### src/rtl/uart_link_health_autobaud_assert.svh
// Assertion macros shared by the link health monitor RTL.
`ifndef UART_LINK_HEALTH_AUTOBAUD_ASSERT_SVH
`define UART_LINK_HEALTH_AUTOBAUD_ASSERT_SVH

// Same-cycle implication, disabled during reset.
`define ULH_ASSERT_NOW(label, clk, rst, ante, cons, msg) \
  label: assert property (@(posedge clk) disable iff (rst) (ante) |-> (cons)) \
    else $error(msg);

// Next-cycle implication, disabled during reset.
`define ULH_ASSERT_NEXT(label, clk, rst, ante, cons, msg) \
  label: assert property (@(posedge clk) disable iff (rst) (ante) |=> (cons)) \
    else $error(msg);

`endif

### src/rtl/ulh_pkg.sv
// Shared types and codes for the receive link health monitor.
`default_nettype none

package ulh_pkg;

  // Widths fixed by the register map and the channel fields
  localparam int CFG_IDX_W  = 2;
  localparam int CFG_DATA_W = 32;
  localparam int TIME_W     = 32;
  localparam int COUNT_W    = 8;
  localparam int RATE_OUT_W = 3;

  // Result status codes
  typedef enum logic [2:0] {
    ST_HEALTHY   = 3'd0,
    ST_ADAPTED   = 3'd1,
    ST_EXHAUSTED = 3'd2,
    ST_SILENT    = 3'd3,
    ST_NO_FIX    = 3'd4
  } status_t;

  // Configuration register indexes
  typedef enum logic [CFG_IDX_W-1:0] {
    REG_BAD_LIMIT      = 2'd0,
    REG_SILENT_TIMEOUT = 2'd1,
    REG_NO_FIX_TIMEOUT = 2'd2,
    REG_AUTOBAUD_EN    = 2'd3
  } cfg_reg_t;

  // Register reset values
  localparam logic [COUNT_W-1:0] BAD_LIMIT_RST      = 8'd8;
  localparam logic [TIME_W-1:0]  SILENT_TIMEOUT_RST = 32'd10000;
  localparam logic [TIME_W-1:0]  NO_FIX_TIMEOUT_RST = 32'd120000;

endpackage

`default_nettype wire

### src/rtl/ulh_req_if.sv
// Request channel: byte/frame events and health polls.
`default_nettype none

interface ulh_req_if;
  logic        valid;
  logic        ready;
  logic        req_type;
  logic        frame_ok;
  logic [31:0] now_ms;

  modport source (output valid, output req_type, output frame_ok, output now_ms,
                  input ready);
  modport sink   (input valid, input req_type, input frame_ok, input now_ms,
                  output ready);
endinterface

`default_nettype wire

### src/rtl/ulh_rsp_if.sv
// Result channel: link status and selected rate per request.
`default_nettype none

interface ulh_rsp_if;
  import ulh_pkg::*;

  logic        valid;
  logic        ready;
  status_t     status;
  logic [2:0]  rate_index;
  logic        rate_changed;

  modport source (output valid, output status, output rate_index,
                  output rate_changed, input ready);
  modport sink   (input valid, input status, input rate_index,
                  input rate_changed, output ready);
endinterface

`default_nettype wire

### src/rtl/uart_link_health_autobaud.sv
// Receive link health monitor with automatic baud candidate search.
//
// Usage:
//  - req channel: one transfer per event. req_type 0 is a received frame
//    (frame_ok says whether it checked out), req_type 1 polls the health.
//    now_ms is the caller's free-running millisecond counter.
//  - rsp channel: exactly one result per request: status, the selected
//    candidate rate index after the event, and a rate-changed flag.
//  - cfg port: write-only, cfg_we/cfg_index/cfg_wdata, written while idle.
//  - Results are registered: output register, or skid entry while stalled.
//  - Throughput: one request per cycle while req.ready is high; all state
//    updates and the candidate priority search resolve in the accepting
//    cycle, so the state feedback loop sets that rate.
//  - Stall: a result register plus one skid entry; req.ready is low only
//    while the skid entry holds a result, so up to two results can wait.
//  - Reset (rst, synchronous): registers back to defaults, no byte seen,
//    no valid frame seen, rate 0, no candidate tried, channel empty.
`default_nettype none

`include "uart_link_health_autobaud_assert.svh"

module uart_link_health_autobaud #(
  parameter int NUM_RATES = 3
) (
  input  wire logic                          clk,
  input  wire logic                          rst,
  input  wire logic                          cfg_we,
  input  wire logic [ulh_pkg::CFG_IDX_W-1:0]  cfg_index,
  input  wire logic [ulh_pkg::CFG_DATA_W-1:0] cfg_wdata,
  ulh_req_if.sink                            req,
  ulh_rsp_if.source                          rsp
);
  import ulh_pkg::*;

  localparam int RATE_W = (NUM_RATES > 1) ? $clog2(NUM_RATES) : 1;
  localparam int SUM_W  = RATE_W + 1;

  // Configuration registers
  logic [COUNT_W-1:0] bad_limit;
  logic [TIME_W-1:0]  silent_timeout_ms;
  logic [TIME_W-1:0]  no_fix_timeout_ms;
  logic               autobaud_enable;

  // Link state
  logic [TIME_W-1:0]    last_byte_time, last_byte_time_next;
  logic                 byte_seen, byte_seen_next;
  logic                 valid_seen, valid_seen_next;
  logic [TIME_W-1:0]    first_valid_time, first_valid_time_next;
  logic [COUNT_W-1:0]   bad_count, bad_count_next;
  logic [RATE_W-1:0]    current_rate, current_rate_next;
  logic [NUM_RATES-1:0] tried_mask, tried_mask_next;

  // Output register and skid entry
  logic            out_valid;
  status_t         out_status;
  logic [RATE_W-1:0] out_rate;
  logic            out_changed;
  logic            skid_valid;
  status_t         skid_status;
  logic [RATE_W-1:0] skid_rate;
  logic            skid_changed;

  // Per-request combinational results
  logic               in_xfer;
  logic               out_free;
  status_t            res_status;
  logic               res_changed;
  logic [COUNT_W-1:0] bad_inc;
  logic [TIME_W-1:0]  since_byte;
  logic [TIME_W-1:0]  since_valid;
  logic [NUM_RATES-1:0] marked;
  logic [SUM_W-1:0]   cand_sum;
  logic               cand_found;
  logic [RATE_W-1:0]  cand_rate;

  assign req.ready = !skid_valid;
  assign in_xfer   = req.valid && req.ready;
  assign out_free  = !out_valid || rsp.ready;

  // Configuration writes
  always_ff @(posedge clk) begin
    if (rst) begin
      bad_limit         <= BAD_LIMIT_RST;
      silent_timeout_ms <= SILENT_TIMEOUT_RST;
      no_fix_timeout_ms <= NO_FIX_TIMEOUT_RST;
      autobaud_enable   <= 1'b1;
    end else if (cfg_we) begin
      case (cfg_reg_t'(cfg_index))
        REG_BAD_LIMIT:      bad_limit         <= cfg_wdata[COUNT_W-1:0];
        REG_SILENT_TIMEOUT: silent_timeout_ms <= cfg_wdata[TIME_W-1:0];
        REG_NO_FIX_TIMEOUT: no_fix_timeout_ms <= cfg_wdata[TIME_W-1:0];
        REG_AUTOBAUD_EN:    autobaud_enable   <= cfg_wdata[0];
        default: ;
      endcase
    end
  end

  // Next untried candidate in cyclic order after the current rate
  always_comb begin
    marked = tried_mask;
    marked[current_rate] = 1'b1;
    cand_found = 1'b0;
    cand_rate  = current_rate;
    cand_sum   = '0;
    for (int s = 1; s < NUM_RATES; s++) begin
      cand_sum = {1'b0, current_rate} + SUM_W'(s);
      if (cand_sum >= SUM_W'(NUM_RATES)) begin
        cand_sum = cand_sum - SUM_W'(NUM_RATES);
      end
      if (!cand_found && !marked[cand_sum[RATE_W-1:0]]) begin
        cand_found = 1'b1;
        cand_rate  = cand_sum[RATE_W-1:0];
      end
    end
  end

  // Event and poll handling
  always_comb begin
    last_byte_time_next   = last_byte_time;
    byte_seen_next        = byte_seen;
    valid_seen_next       = valid_seen;
    first_valid_time_next = first_valid_time;
    bad_count_next        = bad_count;
    current_rate_next     = current_rate;
    tried_mask_next       = tried_mask;
    res_status            = ST_HEALTHY;
    res_changed           = 1'b0;

    bad_inc     = (bad_count == '1) ? bad_count : bad_count + COUNT_W'(1);
    since_byte  = req.now_ms - last_byte_time;
    since_valid = req.now_ms - first_valid_time;

    if (!req.req_type) begin
      last_byte_time_next = req.now_ms;
      byte_seen_next      = 1'b1;
      if (req.frame_ok) begin
        bad_count_next = '0;
        if (!valid_seen) begin
          valid_seen_next       = 1'b1;
          first_valid_time_next = req.now_ms;
        end
      end else begin
        bad_count_next = bad_inc;
        if (bad_inc > bad_limit && autobaud_enable) begin
          if (cand_found) begin
            tried_mask_next   = marked | (NUM_RATES'(1) << cand_rate);
            current_rate_next = cand_rate;
            bad_count_next    = '0;
            res_changed       = 1'b1;
            res_status        = ST_ADAPTED;
          end else begin
            tried_mask_next = marked;
            res_status      = ST_EXHAUSTED;
          end
        end
      end
    end else begin
      if (!byte_seen || since_byte >= silent_timeout_ms) begin
        res_status = ST_SILENT;
      end else if (valid_seen && since_valid >= no_fix_timeout_ms) begin
        res_status = ST_NO_FIX;
      end
    end
  end

  // State update on each request transfer
  always_ff @(posedge clk) begin
    if (rst) begin
      last_byte_time   <= '0;
      byte_seen        <= 1'b0;
      valid_seen       <= 1'b0;
      first_valid_time <= '0;
      bad_count        <= '0;
      current_rate     <= '0;
      tried_mask       <= '0;
    end else if (in_xfer) begin
      last_byte_time   <= last_byte_time_next;
      byte_seen        <= byte_seen_next;
      valid_seen       <= valid_seen_next;
      first_valid_time <= first_valid_time_next;
      bad_count        <= bad_count_next;
      current_rate     <= current_rate_next;
      tried_mask       <= tried_mask_next;
    end
  end

  // Output register with one skid entry
  always_ff @(posedge clk) begin
    if (rst) begin
      out_valid  <= 1'b0;
      skid_valid <= 1'b0;
    end else if (out_free) begin
      out_valid  <= skid_valid || in_xfer;
      skid_valid <= 1'b0;
    end else if (in_xfer) begin
      skid_valid <= 1'b1;
    end
  end

  always_ff @(posedge clk) begin
    if (out_free) begin
      if (skid_valid) begin
        out_status  <= skid_status;
        out_rate    <= skid_rate;
        out_changed <= skid_changed;
      end else begin
        out_status  <= res_status;
        out_rate    <= current_rate_next;
        out_changed <= res_changed;
      end
    end else if (in_xfer) begin
      skid_status  <= res_status;
      skid_rate    <= current_rate_next;
      skid_changed <= res_changed;
    end
  end

  assign rsp.valid        = out_valid;
  assign rsp.status       = out_status;
  assign rsp.rate_index   = RATE_OUT_W'(out_rate);
  assign rsp.rate_changed = out_changed;

  // Checks
  `ULH_ASSERT_NOW(a_skid_behind_out, clk, rst, skid_valid, out_valid,
                  "skid entry holds a result while output register is empty")
  `ULH_ASSERT_NOW(a_rate_in_range, clk, rst, 1'b1,
                  current_rate < RATE_W'(NUM_RATES - 1) ||
                  current_rate == RATE_W'(NUM_RATES - 1),
                  "selected rate beyond candidate list")
  `ULH_ASSERT_NEXT(a_rate_only_on_bad, clk, rst,
                   !(in_xfer && !req.req_type && !req.frame_ok),
                   $stable(current_rate),
                   "rate moved without a bad frame")
  `ULH_ASSERT_NEXT(a_tried_sticky, clk, rst, 1'b1,
                   ($past(tried_mask) & ~tried_mask) == '0,
                   "tried mark cleared outside reset")
  `ULH_ASSERT_NOW(a_changed_is_adapted, clk, rst, out_valid && out_changed,
                  out_status == ST_ADAPTED,
                  "rate change reported without adapted status")

endmodule

`default_nettype wire
### src/flat_wrapper.sv
// flat-port wrapper written by rule: the top's interface ports become plain ports
module uart_link_health_autobaud_flat import ulh_pkg::*;
#(
  parameter int NUM_RATES = 3
)
  (clk, rst, cfg_we, cfg_index, cfg_wdata, req_valid, req_req_type, req_frame_ok, req_now_ms, req_ready, rsp_valid, rsp_status, rsp_rate_index, rsp_rate_changed, rsp_ready);
  ulh_req_if req_i ();
  ulh_rsp_if rsp_i ();
  input  wire logic clk;
  input  wire logic rst;
  input  wire logic cfg_we;
  input  wire logic [ulh_pkg::CFG_IDX_W-1:0] cfg_index;
  input  wire logic [ulh_pkg::CFG_DATA_W-1:0] cfg_wdata;
  input wire logic [$bits(req_i.valid)-1:0] req_valid;
  input wire logic [$bits(req_i.req_type)-1:0] req_req_type;
  input wire logic [$bits(req_i.frame_ok)-1:0] req_frame_ok;
  input wire logic [$bits(req_i.now_ms)-1:0] req_now_ms;
  output wire logic [$bits(req_i.ready)-1:0] req_ready;
  output wire logic [$bits(rsp_i.valid)-1:0] rsp_valid;
  output wire logic [$bits(rsp_i.status)-1:0] rsp_status;
  output wire logic [$bits(rsp_i.rate_index)-1:0] rsp_rate_index;
  output wire logic [$bits(rsp_i.rate_changed)-1:0] rsp_rate_changed;
  input wire logic [$bits(rsp_i.ready)-1:0] rsp_ready;
  assign req_i.valid = req_valid;
  assign req_i.req_type = req_req_type;
  assign req_i.frame_ok = req_frame_ok;
  assign req_i.now_ms = req_now_ms;
  assign req_ready = req_i.ready;
  assign rsp_valid = rsp_i.valid;
  assign rsp_status = rsp_i.status;
  assign rsp_rate_index = rsp_i.rate_index;
  assign rsp_rate_changed = rsp_i.rate_changed;
  assign rsp_i.ready = rsp_ready;
  uart_link_health_autobaud #(.NUM_RATES(NUM_RATES)) u_core (.clk(clk), .rst(rst), .cfg_we(cfg_we), .cfg_index(cfg_index), .cfg_wdata(cfg_wdata), .req(req_i), .rsp(rsp_i));
endmodule
### config.mk
export PLATFORM = sky130hd
export DESIGN_NAME = uart_link_health_autobaud_flat
export DESIGN_NICKNAME = d
export VERILOG_FILES = /design/src/rtl/ulh_pkg.sv /design/src/rtl/ulh_req_if.sv /design/src/rtl/ulh_rsp_if.sv /design/src/rtl/uart_link_health_autobaud.sv /design/src/flat_wrapper.sv
export VERILOG_INCLUDE_DIRS = /design/src /design/src/rtl
export SDC_FILE = /design/constraint.sdc
export NUM_CORES = 1
export LEC_CHECK = 0
export BUFFER_PORTS_ARGS = -buffer_cell sky130_fd_sc_hd__buf_2
export CAP_MARGIN = 0
export CORE_MARGIN = 1
export CORE_UTILIZATION = 50
export CTS_CLUSTER_SIZE = 24
export DETAILED_ROUTE_END_ITERATION = 10
export PLACE_DENSITY = 0.68
export SKIP_CTS_REPAIR_TIMING = 1
export SLEW_MARGIN = 20
export SYNTH_ARGS = -nofsm -noshare
export SYNTH_HDL_FRONTEND = slang
export SYNTH_SLANG_ARGS = --single-unit
### constraint.sdc
create_clock -name clk -period 5 [get_ports clk]
set_input_delay 0.25 -clock clk [delete_from_list [all_inputs] [get_ports clk]]
set_output_delay 0.25 -clock clk [all_outputs]
set_load 0.005 [all_outputs]
### After elaboration in Yosys (flattened, before gate mapping)

Cells that the tools add are included.

* register bits after elaboration: 166
* bits of input ports: 73
* logic and storage cells: 103
* output and inout port bits: 9

* bitwise operators: 6
* equal/unequal tests: 4
* shift operators: 1
* add/sub/neg operators: 7
* muxes and demuxes: 34
* magnitude comparators: 9
* reduce and logical (&&, ||, !) cells: 23

Operators with widths (number)
* 32-bit greater-or-equal comparator: 2
* 32-bit subtractor: 2
* 8-bit two-way mux: 4
* 3-bit two-way mux: 7
* 2-bit two-way mux: 10
* 2-bit AND reduction: 6
* 1-bit two-way mux: 10
* 2-bit by 3-bit < comparator with 1-bit output (second input constant): 3
* 8-bit by 1-bit adder with 8-bit output (second input constant): 1
* 8-bit equality test (second input constant): 1
* 8-bit > comparator: 1
* 4-bit AND reduction: 2
* 3-bit by 2-bit greater-or-equal comparator with 1-bit output (second input constant): 2
* 3-bit bitwise OR: 2
* 1-bit logical AND: 5
* 1-bit binary-select mux with 2-bit select: 2
* 2-bit equality test (second input constant): 2
* 1-bit logical NOT: 4
* 1-bit NOT: 4
* 2-bit subtractor (second input constant): 2
* 2-bit by 1-bit adder with 3-bit output (second input constant): 1
* 2-bit by 2-bit adder with 3-bit output (second input constant): 1
* 1-bit logical OR: 3
* 3-bit AND reduction: 1
* 6 further kinds: 6

### Longest topological paths before layout

Gate-level depths: netlist of run 1.

* word-level depth: 15
* mapped depth: 21
* gate-level depth less buffers: 21

### Least setup slack after synthesis of run 1

OpenSTA, ideal clock, no wires.

* kind: input -> register
* from: input req_now_ms[0]
* to: register u_core.out_status[0] (netlist: u_core.rsp.status[0]), data pin
* data arrival time: 4152 ps
* data required time: 4740 ps
* stages on the path: 20
* path slack: 588 ps
* path through: inv_1 > ha_1 > inv_1 > fa_1 > a211oi_1 > o21bai_1 > a21oi_1 > o41ai_2 > a2111oi_2 > nor2_1 > a21o_1 > a311oi_2 > ha_1 > nor2b_1 > o21ai_0 > nand3b_1 > or4_1 > a21oi_1 > o21bai_1 > mux2_2

* word-level cells in the longest chain between the ends: 6

RTL lines
* from (decl): line flat_wrapper.sv:17 `input wire logic [$bits(req_i.now_ms)-1:0] req_now_ms;`
* 32-bit subtractor: line uart_link_health_autobaud.sv:130 `since_byte = req.now_ms - last_byte_time;`
* 32-bit greater-or-equal comparator: line uart_link_health_autobaud.sv:158 `if (!byte_seen || since_byte >= silent_timeout_ms) begin`
* 1-bit logical OR: line uart_link_health_autobaud.sv:158
* 3-bit two-way mux: line uart_link_health_autobaud.sv:158
* 3-bit two-way mux: line uart_link_health_autobaud.sv:133 `if (!req.req_type) begin`
* named net u_core.res_status[0]: line uart_link_health_autobaud.sv:66 `status_t res_status;`
* 3-bit two-way mux: line uart_link_health_autobaud.sv:202 `if (skid_valid) begin`
* to (signal assigned): line uart_link_health_autobaud.sv:203 `out_status <= skid_status;`
* to (signal assigned): line uart_link_health_autobaud.sv:207 `out_status <= res_status;`
* to (decl): line uart_link_health_autobaud.sv:55 `status_t out_status;`

The timed path passes the listed nets, and every way through them passes these cells.
A chain may end at the register's enable or synchronous reset.

### Worst setup path in the final report of run 1

* from: register u_core.last_byte_time[0]
* to: register u_core.out_status[1] (netlist: u_core.rsp.status[1]), data pin

* word-level cells in the longest chain between the ends: 6

RTL lines
* from (decl): line uart_link_health_autobaud.sv:45 `logic [TIME_W-1:0] last_byte_time, last_byte_time_next;`
* from (signal assigned): line uart_link_health_autobaud.sv:177 `last_byte_time <= last_byte_time_next;`
* 32-bit subtractor: line uart_link_health_autobaud.sv:130
* 32-bit greater-or-equal comparator: line uart_link_health_autobaud.sv:158
* 1-bit logical OR: line uart_link_health_autobaud.sv:158
* 3-bit two-way mux: line uart_link_health_autobaud.sv:158
* 3-bit two-way mux: line uart_link_health_autobaud.sv:133
* named net u_core.res_status[1]: line uart_link_health_autobaud.sv:66
* 3-bit two-way mux: line uart_link_health_autobaud.sv:202

The timed path passes the listed nets, and every way through them passes these cells.

==> flow_summary_export.csv, run 1 <==
group,metric,value,unit
floorplanning,start_util,0.5112,
synth,syn-num-nets,1739,
power_and_ir_drop,peakVddDrop,0.0001977,V
placement,dp_cells,1831,
cts,clk_pin_slew,0.07,ns
drt,num_vias,10351,
drt,drtAntennaViolNets,0,
synth,avgSynthCellArea,7.594,µm²
final_layout,diodes,0,
synth,synth-seq-cells,166,
placement,dp_slack,0.06164,ns
global_route,grt_max_degree,103,
status,status,"completed",
global_route,grt_pass1_vias,9848,
synth,synthArstFlopShare,0,
global_route,grt_usage,0.2568,
timing,fin_skew,0.01361,ns
cts,h-tree-depth,4,
floorplanning,die-area,0.02376,mm²
drt,drcViolationCount,0,
power_and_ir_drop,powerDensity,287.3,mW/mm²
timing,max_clock_freq,0.2118,GHz
synth,synth.distinct_cells,75,
placement,place_hpwl,21730,µm
timing,rsz0062_at_grt,"false",
drt,vias_per_cell,5.556,
cts,cts_root_buffer,"clkbuf_16",
cts,cts_inserted_buffers,17,
floorplanning,rows,55,
synth,synth_area,0.01157,mm²
synth,synthFlopType,"dfxtp_1",
critical_path,startpoint_type,"flop",
critical_path,critPathMaxFanout,4,
final_layout,layout.nets,1780,
critical_path,crit_type,"flop to flop",
drt,routed_wl,29580,µm
floorplanning,core-area,0.02264,mm²
timing,final.min_clock_period,4.722,ns
synth,syn-instance-count,1524,
cts,clock_latency,0.44,ns
timing,fin_setup_tns,0,ns
global_route,grt_pass1_wl,48900,µm
drt,dr.pass1.iters,5,
timing,fin_ws,0.2780,ns
critical_path,critPathArrivalTime,4.92,ns
timing,setup-violations-final,0,
cts,cts_tree,"done",
critical_path,end_kind,"flop",
timing,slew_headroom,0.3049,
final_layout,final_cell_mix,"nand2_1, a21oi_1, inv_1",
cts,cts_sinks,166,
drt,wl_per_cell,15.88,µm
synth,seq_area_frac_synth,0.2975,
hold_path,hp-class,"input pin to flop",
floorplanning,die_h,154.1,µm
final_layout,stdcell_count,1863,
power_and_ir_drop,p_leak,5.205,nW
final_layout,final_common_cell,"nand2_1",
timing,maxSlewViolCount,0,
global_route,overflow,0,
power_and_ir_drop,power,3.666,mW
timing,worstMarginPinSlew,1.040,ns
global_route,antenna_found_initial,0,
synth,synth_edf_count,12,
flow_run,maxCapViolCount,0,
final_layout,drive_above_1_share,0.09949,
critical_path,cp.required,5.20,ns
timing,fin_crit_sh,0.9444,
final_layout,fillCellCount,2183,
floorplanning,num_io_pins,82,
drt,drtIter0Drc,564,
placement,place.gp.congestion,0.8708,
timing,final_hold_viol_count,0,
final_layout,area.growth.synth_to_final,10.25,%
placement,io_buffers,80,
cts,ctsLongestPathBuffers,2,
floorplanning,die_w,154.1,µm
synth,yosysWarningCount,0,
synth_stat cells (all sizes together) (17+ instances only):
| cell type | n | area, µm² |
|---|---|---|
| a21o | 49 | 367.9 |
| a21oi | 200 | 1012 |
| clkbuf | 61 | 229.0 |
| dfxtp | 154 | 3083 |
| ha | 140 | 1752 |
| inv | 156 | 585.6 |
| nand2 | 301 | 1130 |
| nand3 | 21 | 105.1 |
| nand4 | 22 | 137.6 |
| nor2 | 77 | 289.0 |
| nor3 | 19 | 100.1 |
| o21ai | 40 | 203.9 |
| xnor2 | 40 | 350.3 |
| xor2 | 17 | 148.9 |
routing by layer:
layer / global-route usage / part of all wire
met5: 0 / 0
met4: 0.06619 / 0.012
met3: 0.04284 / 0.041
met2: 0.4223 / 0.47
met1: 0.3480 / 0.48
cell families after synthesis:
logic type,Yosys count,synth area share
buf+inv,222,0.07308
flops,166,0.2975
simple gates,526,0.2021
fa+ha+maj,142,0.1548
mux,12,0.01114
compound gates,398,0.2179
xor+xnor,57,0.04314
other cells,1,0.0003240
stage by stage:
| step | area [µm²] | utilization | hold WS (ns) |
|---|---|---|---|
| finish | 12760 | 0.5636 | 0.05011 |
| detailed placement | 12150 | 0.5368 | 0.4465 |
| floorplan | 11570 | - | 0.3678 |
| CTS | 12720 | 0.5619 | 0.04551 |
| global route | 12760 | 0.5636 | 0.05033 |
| global placement | 12150 | 0.5368 | 0.4418 |
flip-flops by register name, indices dropped and copies added, names as in the netlist, 2 cells and up:
signal / cells
u_core.first_valid_time: 32
u_core.skid_rate: 2
u_core.current_rate: 2
u_core.rsp.status: 3
u_core.skid_status: 3
u_core.silent_timeout_ms: 32
u_core.last_byte_time: 32
u_core.no_fix_timeout_ms: 32
u_core.out_rate: 2
u_core.tried_mask: 3
u_core.bad_limit: 8
u_core.bad_count: 8
area by class of cell:
class,count,area [µm²],area share
tap,285,356.6,0.02795
clock buffer,17,425.4,0.03334
clock inverter,15,143.9,0.01128
sequential,166,3443,0.2699
timing repair buffer,88,466.7,0.03658
inverter,156,585.6,0.04589
multi-input combinational,1136,7338,0.5751
path summary, 6_finish.rpt:
check	from	endpoint	slack (ns)	depth (start not counted)
worst min register to register	u_core.last_byte_time[28]	u_core.last_byte_time[28]	0.45	2
worst max register to register	u_core.last_byte_time[0]	u_core.rsp.status[1]	0.28	21
worst max-delay path	u_core.last_byte_time[0]	u_core.rsp.status[1]	0.28	21
worst min-delay path	cfg_wdata[30]	u_core.no_fix_timeout_ms[30]	0.05	3
where the power goes:
group          total (mW)  internal, mW  switching (mW)  leakage, nW
clock                1.31         0.699           0.615        0.279
sequential           1.41          1.39          0.0244         1.38
combinational       0.940         0.393           0.547         3.55
total                3.67          2.48            1.19         5.21
worst max-delay path: stages, from the launching register on:
cell and delay [ns]:
dfxtp_1 0.34, ha_1 0.17, inv_1 0.05, fa_1 0.42, a211oi_1 0.23, o21bai_1 0.11, a21oi_1 0.15, buf_4 0.15
o41ai_4 0.12, a2111oi_4 0.41, nor2_2 0.13, a21o_1 0.21, a311oi_2 0.25, ha_1 0.28, nor2b_1 0.13, o21ai_0 0.14
nand3b_1 0.08, or4_1 0.49, a21oi_1 0.13, buf_4 0.15, o21ai_1 0.07, mux2_2 0.27
Power figures use the tool's default switching activity.
==> inputs of run 2 (changes only) <==
- CORE_UTILIZATION: 50 -> 42
- PLACE_DENSITY: 0.68 -> default
==> run 2 against run 1 <==
  * Clock skew down 0.0047 ns
  * Critical path depth down 2
  * Via count up 0.17%
  * First-iteration DRC count up 14%
  * Clock-buffer cell count up 1
  * Maximum frequency up 1.5%
  * Utilization down 8.8 points
  * Setup slack better by 0.069 ns
  * Design area up 0.67%
  * Final cell count up 3.2%
==> flow_summary_export.csv, run 2 (synthesis gave the netlist of run 1 again) <==
group,metric,value,unit
status,status,"completed",
flow_run,maxCapViolCount,0,
timing,rsz0062_at_grt,"false",
critical_path,path_cells,"ha_1 -> inv_1 -> fa_1 -> a211oi_1 -> o21bai_1 -> a21oi_2 -> o41ai_2 -> a2111oi_4 -> nor2_1 -> a21o_1 -> a311oi_2 -> ha_1 -> nor2b_1 -> o21ai_0 -> nand3b_1 -> or4_1 -> a21oi_2 -> o21ai_1 -> mux2_2",
timing,slew_headroom,0.2502,
drt,num_vias,10369,
critical_path,critPathArrivalTime,4.84,ns
placement,dp_cells,1890,
timing,max_clock_freq,0.2149,GHz
floorplanning,die_h,168,µm
global_route,grt_usage,0.2194,
timing,fin_skew,0.008930,ns
timing,fin_setup_tns,0,ns
power_and_ir_drop,power_frac_seq,0.385,
power_and_ir_drop,powerDensity,285.8,mW/mm²
final_layout,final_area,0.01284,mm²
power_and_ir_drop,peakVddDrop,0.0002657,V
drt,wl_per_cell,15.77,µm
critical_path,startpoint_type,"flop",
placement,place.gp.congestion,0.8964,
drt,dr_wl_met2,13950,µm
cts,cts_sinks,166,
timing,setup-violations-final,0,
cts,cts_inserted_buffers,17,
critical_path,critPathMaxFanout,4,
critical_path,cp.required,5.19,ns
timing,final_hold_viol_count,0,
critical_path,crit_type,"flop to flop",
timing,fin_crit_sh,0.9306,
cts,ctsLongestPathBuffers,2,
final_layout,layout.nets,1783,
timing,final.min_clock_period,4.653,ns
global_route,grt_max_degree,103,
power_and_ir_drop,p_leak,5.213,nW
floorplanning,die_w,168,µm
final_layout,fillCellCount,2776,
timing,timing.hold.ws,0.04271,ns
drt,dr.pass1.iters,7,
timing,worstMarginPinSlew,1.125,ns
power_and_ir_drop,pwr-share-comb,0.254,
placement,place_hpwl,22670,µm
placement,dp_slack,-0.04471,ns
critical_path,end_kind,"flop",
floorplanning,core-area,0.02703,mm²
final_layout,diodes,0,
power_and_ir_drop,switchingPower,1.177,mW
cts,clock_latency,0.44,ns
floorplanning,rows,60,
global_route,antenna_found_initial,0,
global_route,grt_pass1_vias,9801,
final_layout,stdcell_count,1922,
placement,dpl_cell_area,0.01225,mm²
timing,maxSlewViolCount,0,
cts,cts_root_buffer,"clkbuf_16",
cts,h-tree-depth,4,
drt,dr_wl_met3,1028,µm
floorplanning,start_util,0.4282,
global_route,overflow,0,
final_layout,area.growth.synth_to_final,10.98,%
drt,drtIter0Drc,642,
hold_path,hp-class,"input pin to flop",
cts,clk_pin_slew,0.07,ns
power_and_ir_drop,p_int,2.494,mW
power_and_ir_drop,pwr-share-clk,0.361,
drt,drtAntennaViolNets,0,
critical_path,cpPeakStageDelay,0.52,ns
cts,cts_tree,"done",
drt,highest_layer,"met4",
critical_path,critPathSlowestCell,"or4_1",
placement,io_buffers,80,
drt,drt-met1-wl,14790,µm
global_route,grt_pass1_wl,49540,µm
drt,vias_per_cell,5.395,
critical_path,r2r_slack,0.35,ns
final_layout,final_cell_mix,"nand2_1, a21oi_1, inv_1",
floorplanning,num_io_pins,82,
drt,routed_wl,30320,µm
final_layout,drive_above_1_share,0.1012,
drt,drcViolationCount,0,
timing,fin_ws,0.3469,ns
floorplanning,die-area,0.02822,mm²
power_and_ir_drop,switching_share,0.3207,
final_layout,final_common_cell,"nand2_1",
run 2: metrics by stage:
stage	util	total power, mW
after floorplan	-	2.111
after global placement	0.4531	2.352
after detailed placement	0.4531	2.366
after CTS	0.4745	3.697
after global routing	0.4753	3.883
final	0.4753	3.671
run 2: critical path, delay by kind of cell, from the launching register on:
| kind | cells | cell delay, ns |
|---|---|---|
| buffers and inverters | 1 | 0.06 |
| AOI/OAI and AO/OA | 10 | 1.97 |
| DFF | 1 | 0.33 |
| muxes | 1 | 0.27 |
| adders and majority gates | 3 | 0.86 |
| and+or+nand+nor | 4 | 0.90 |
run 2: power by group through the flow:
stage / clock, mW / sequential [mW] / combinational, mW
floorplan: 0 / 1.44 / 0.675
global placement: 0 / 1.44 / 0.910
detailed placement: 0 / 1.44 / 0.924
CTS: 1.35 / 1.41 / 0.930
global route: 1.41 / 1.42 / 1.05
finish: 1.32 / 1.41 / 0.934
run 2: final cells by class:
type,instances,area [µm²],area share
inverters,156,585.6,0.04559
clock inverters,14,140.1,0.01091
repair buffers,91,485.5,0.03779
multi-input cells,1136,7325,0.5702
flip-flops and latches,166,3443,0.2681
well taps,341,426.7,0.03322
clock buffers,18,439.2,0.03419
run 2: path summary, 6_finish.rpt:
check / start / to / cells past startpoint
max: u_core.last_byte_time[0] / u_core.rsp.status[1] / 19
min: cfg_wdata[10] / u_core.no_fix_timeout_ms[10] / 3
min reg2reg: u_core.last_byte_time[28] / u_core.last_byte_time[28] / 2
max reg2reg: u_core.last_byte_time[0] / u_core.rsp.status[1] / 19
run 2: routing by layer:
layer  up-vias  GRT usage
met5         -          0
met4         0    0.06781
met3        32    0.02750
met2       213     0.3685
met1      4824     0.2924
li1       5300          -
==> inputs of run 3 (changes only) <==
- clock period: 5 -> 4.5 ns (I/O delays scaled with it)
==> run 3 against run 2 <==
  * Die area is the same
  * Utilization increased by 2.0 points
  * Design area grew 4.2%
  * Combinational power up 19%
  * Non-clock buffer count increased by 57
  * Highest routed layer unchanged
  * The run now ends with setup timing left
==> flow_summary_export.csv, run 3 (synthesis gave the netlist of run 1 again) <==
group,metric,value,unit
floorplanning,die_w,168,µm
hold_path,hp-class,"input pin to flop",
timing,maxSlewViolCount,0,
placement,place.gp.congestion,0.8708,
critical_path,startpoint_type,"flop",
placement,dpl_cell_area,0.01263,mm²
final_layout,drive_above_1_share,0.1404,
timing,setup-violations-final,5,
drt,wl_per_cell,15.72,µm
final_layout,utilization,0.4952,
placement,place_hpwl,23060,µm
timing,worstMarginPinSlew,0.8048,ns
final_layout,final_area,0.01338,mm²
placement,dp_cells,1941,
cts,clock_latency,0.44,ns
cts,cts_sinks,166,
timing,rsz0062_at_grt,"true",
drt,routed_wl,31120,µm
critical_path,critPathMaxFanout,4,
floorplanning,die_h,168,µm
drt,dr.pass1.iters,5,
power_and_ir_drop,switching_share,0.3129,
timing,fin_ws,-0.2000,ns
drt,drcViolationCount,0,
global_route,antenna_found_initial,0,
global_route,grt_pass1_wl,50230,µm
cts,cts_inserted_buffers,17,
floorplanning,die-area,0.02822,mm²
power_and_ir_drop,pwr-share-clk,0.366,
critical_path,end_kind,"flop",
critical_path,cp.required,4.70,ns
power_and_ir_drop,powerDensity,316.4,mW/mm²
power_and_ir_drop,p_leak,5.528,nW
final_layout,area.growth.synth_to_final,15.63,%
cts,cts_root_buffer,"clkbuf_16",
timing,final.min_clock_period,4.700,ns
critical_path,critPathArrivalTime,4.90,ns
critical_path,r2r_slack,-0.20,ns
status,violations,"setup timing",
drt,vias_per_cell,5.343,
timing,final_hold_viol_count,0,
global_route,grt_pass1_vias,9978,
status,status,"finished with violations",
power_and_ir_drop,power_frac_seq,0.371,
final_layout,stdcell_count,1979,
cts,h-tree-depth,4,
final_layout,diodes,0,
power_and_ir_drop,peakVddDrop,0.0002539,V
timing,fin_skew,0.01469,ns
drt,num_vias,10574,
timing,fin_setup_tns,-0.6345,ns
power_and_ir_drop,switchingPower,1.325,mW
cts,cts_tree,"done",
final_layout,final_cell_mix,"nand2_1, a21oi_1, inv_1",
power_and_ir_drop,power,4.234,mW
global_route,grt_usage,0.2232,
timing,slew_headroom,0.4634,
global_route,overflow,0,
drt,drtIter0Drc,682,
cts,ctsLongestPathBuffers,2,
final_layout,final_common_cell,"nand2_1",
timing,max_clock_freq,0.2128,GHz
placement,io_buffers,80,
final_layout,layout.nets,1840,
floorplanning,start_util,0.4282,
floorplanning,num_io_pins,82,
power_and_ir_drop,pwr-share-comb,0.263,
power_and_ir_drop,p_int,2.909,mW
global_route,grt_max_degree,72,
timing,fin_crit_sh,1.044,
floorplanning,rows,60,
drt,drtAntennaViolNets,0,
floorplanning,core-area,0.02703,mm²
critical_path,crit_type,"flop to flop",
cts,clk_pin_slew,0.07,ns
flow_run,maxCapViolCount,0,
==> run 3: changes by cell type in the layout (fill, tap and decap cells not counted), moves of 2 or more <==
cell / delta
nor2_4: +2
mux2_2: -2
inv_8: -2
buf_4: +56
nor2_1: -3
clkinv_2: +2
bufinv_16: +2
a211oi_2: +2
a211oi_1: -2
mux2_4: +2
==> run 3: per-stage QoR <==
| stage | setup WS [ns] | hold slack, ns |
|---|---|---|
| finish | -0.2000 | 0.02535 |
| CTS | -0.5158 | 0.01422 |
| global route | -0.3843 | 0.01973 |
| floorplan | 0.09140 | 0.3428 |
| global placement | -0.4903 | 0.4412 |
| detailed placement | -0.5555 | 0.4463 |
==> run 3: area by class of cell <==
class | instances | area [µm²]
fillers | 2693 | 13640
multi-input cells | 1136 | 7407
flip-flops and latches | 166 | 3445
repair buffers | 148 | 917.1
inverters | 156 | 585.6
well taps | 341 | 426.7
clock buffers | 17 | 425.4
clock inverters | 15 | 176.4
==> run 3: power by group through the flow <==
stage | registers [mW] | clock network [mW] | logic (mW)
5_1_grt | 1.58 | 1.64 | 1.25
4_1_cts | 1.57 | 1.58 | 1.09
2_1_floorplan | 1.60 | 0 | 0.750
3_5_place_dp | 1.60 | 0 | 1.08
3_3_place_gp | 1.60 | 0 | 1.06
6_report | 1.57 | 1.55 | 1.11
==> run 3: path summary, 6_finish.rpt <==
check | startpoint | depth (start not counted) | endpoint
worst max register to register | u_core.last_byte_time[0] | 20 | u_core.rsp.status[0]
worst min register to register | u_core.silent_timeout_ms[1] | 2 | u_core.silent_timeout_ms[1]
worst min-delay path | cfg_wdata[27] | 3 | u_core.silent_timeout_ms[27]
worst max-delay path | u_core.last_byte_time[0] | 20 | u_core.rsp.status[0]
==> run 3: worst max-delay path, cell delays in order (launching register included) <==
cell and delay [ns]:
dfxtp_2 0.36, ha_4 0.14, inv_2 0.04, fa_2 0.41
a211oi_2 0.22, o21bai_1 0.10, a21oi_2 0.26, o41ai_4 0.14
a2111oi_2 0.38, buf_4 0.19, nor2_4 0.05, a21o_1 0.23
a311oi_2 0.29, ha_1 0.28, nand4_1 0.12, or3_4 0.15
nor2_2 0.03, or4_4 0.55, a21oi_4 0.17, o21bai_1 0.11
mux2_4 0.26
==> run 3: routing by layer <==
layer  track usage  routed length, µm  vias up
met2        0.3803              14570      207
li1              -                  -     5416
met5             0                  0        -
met3       0.02609                973       24
met4       0.05784                378        0
met1        0.2983              15200     4927
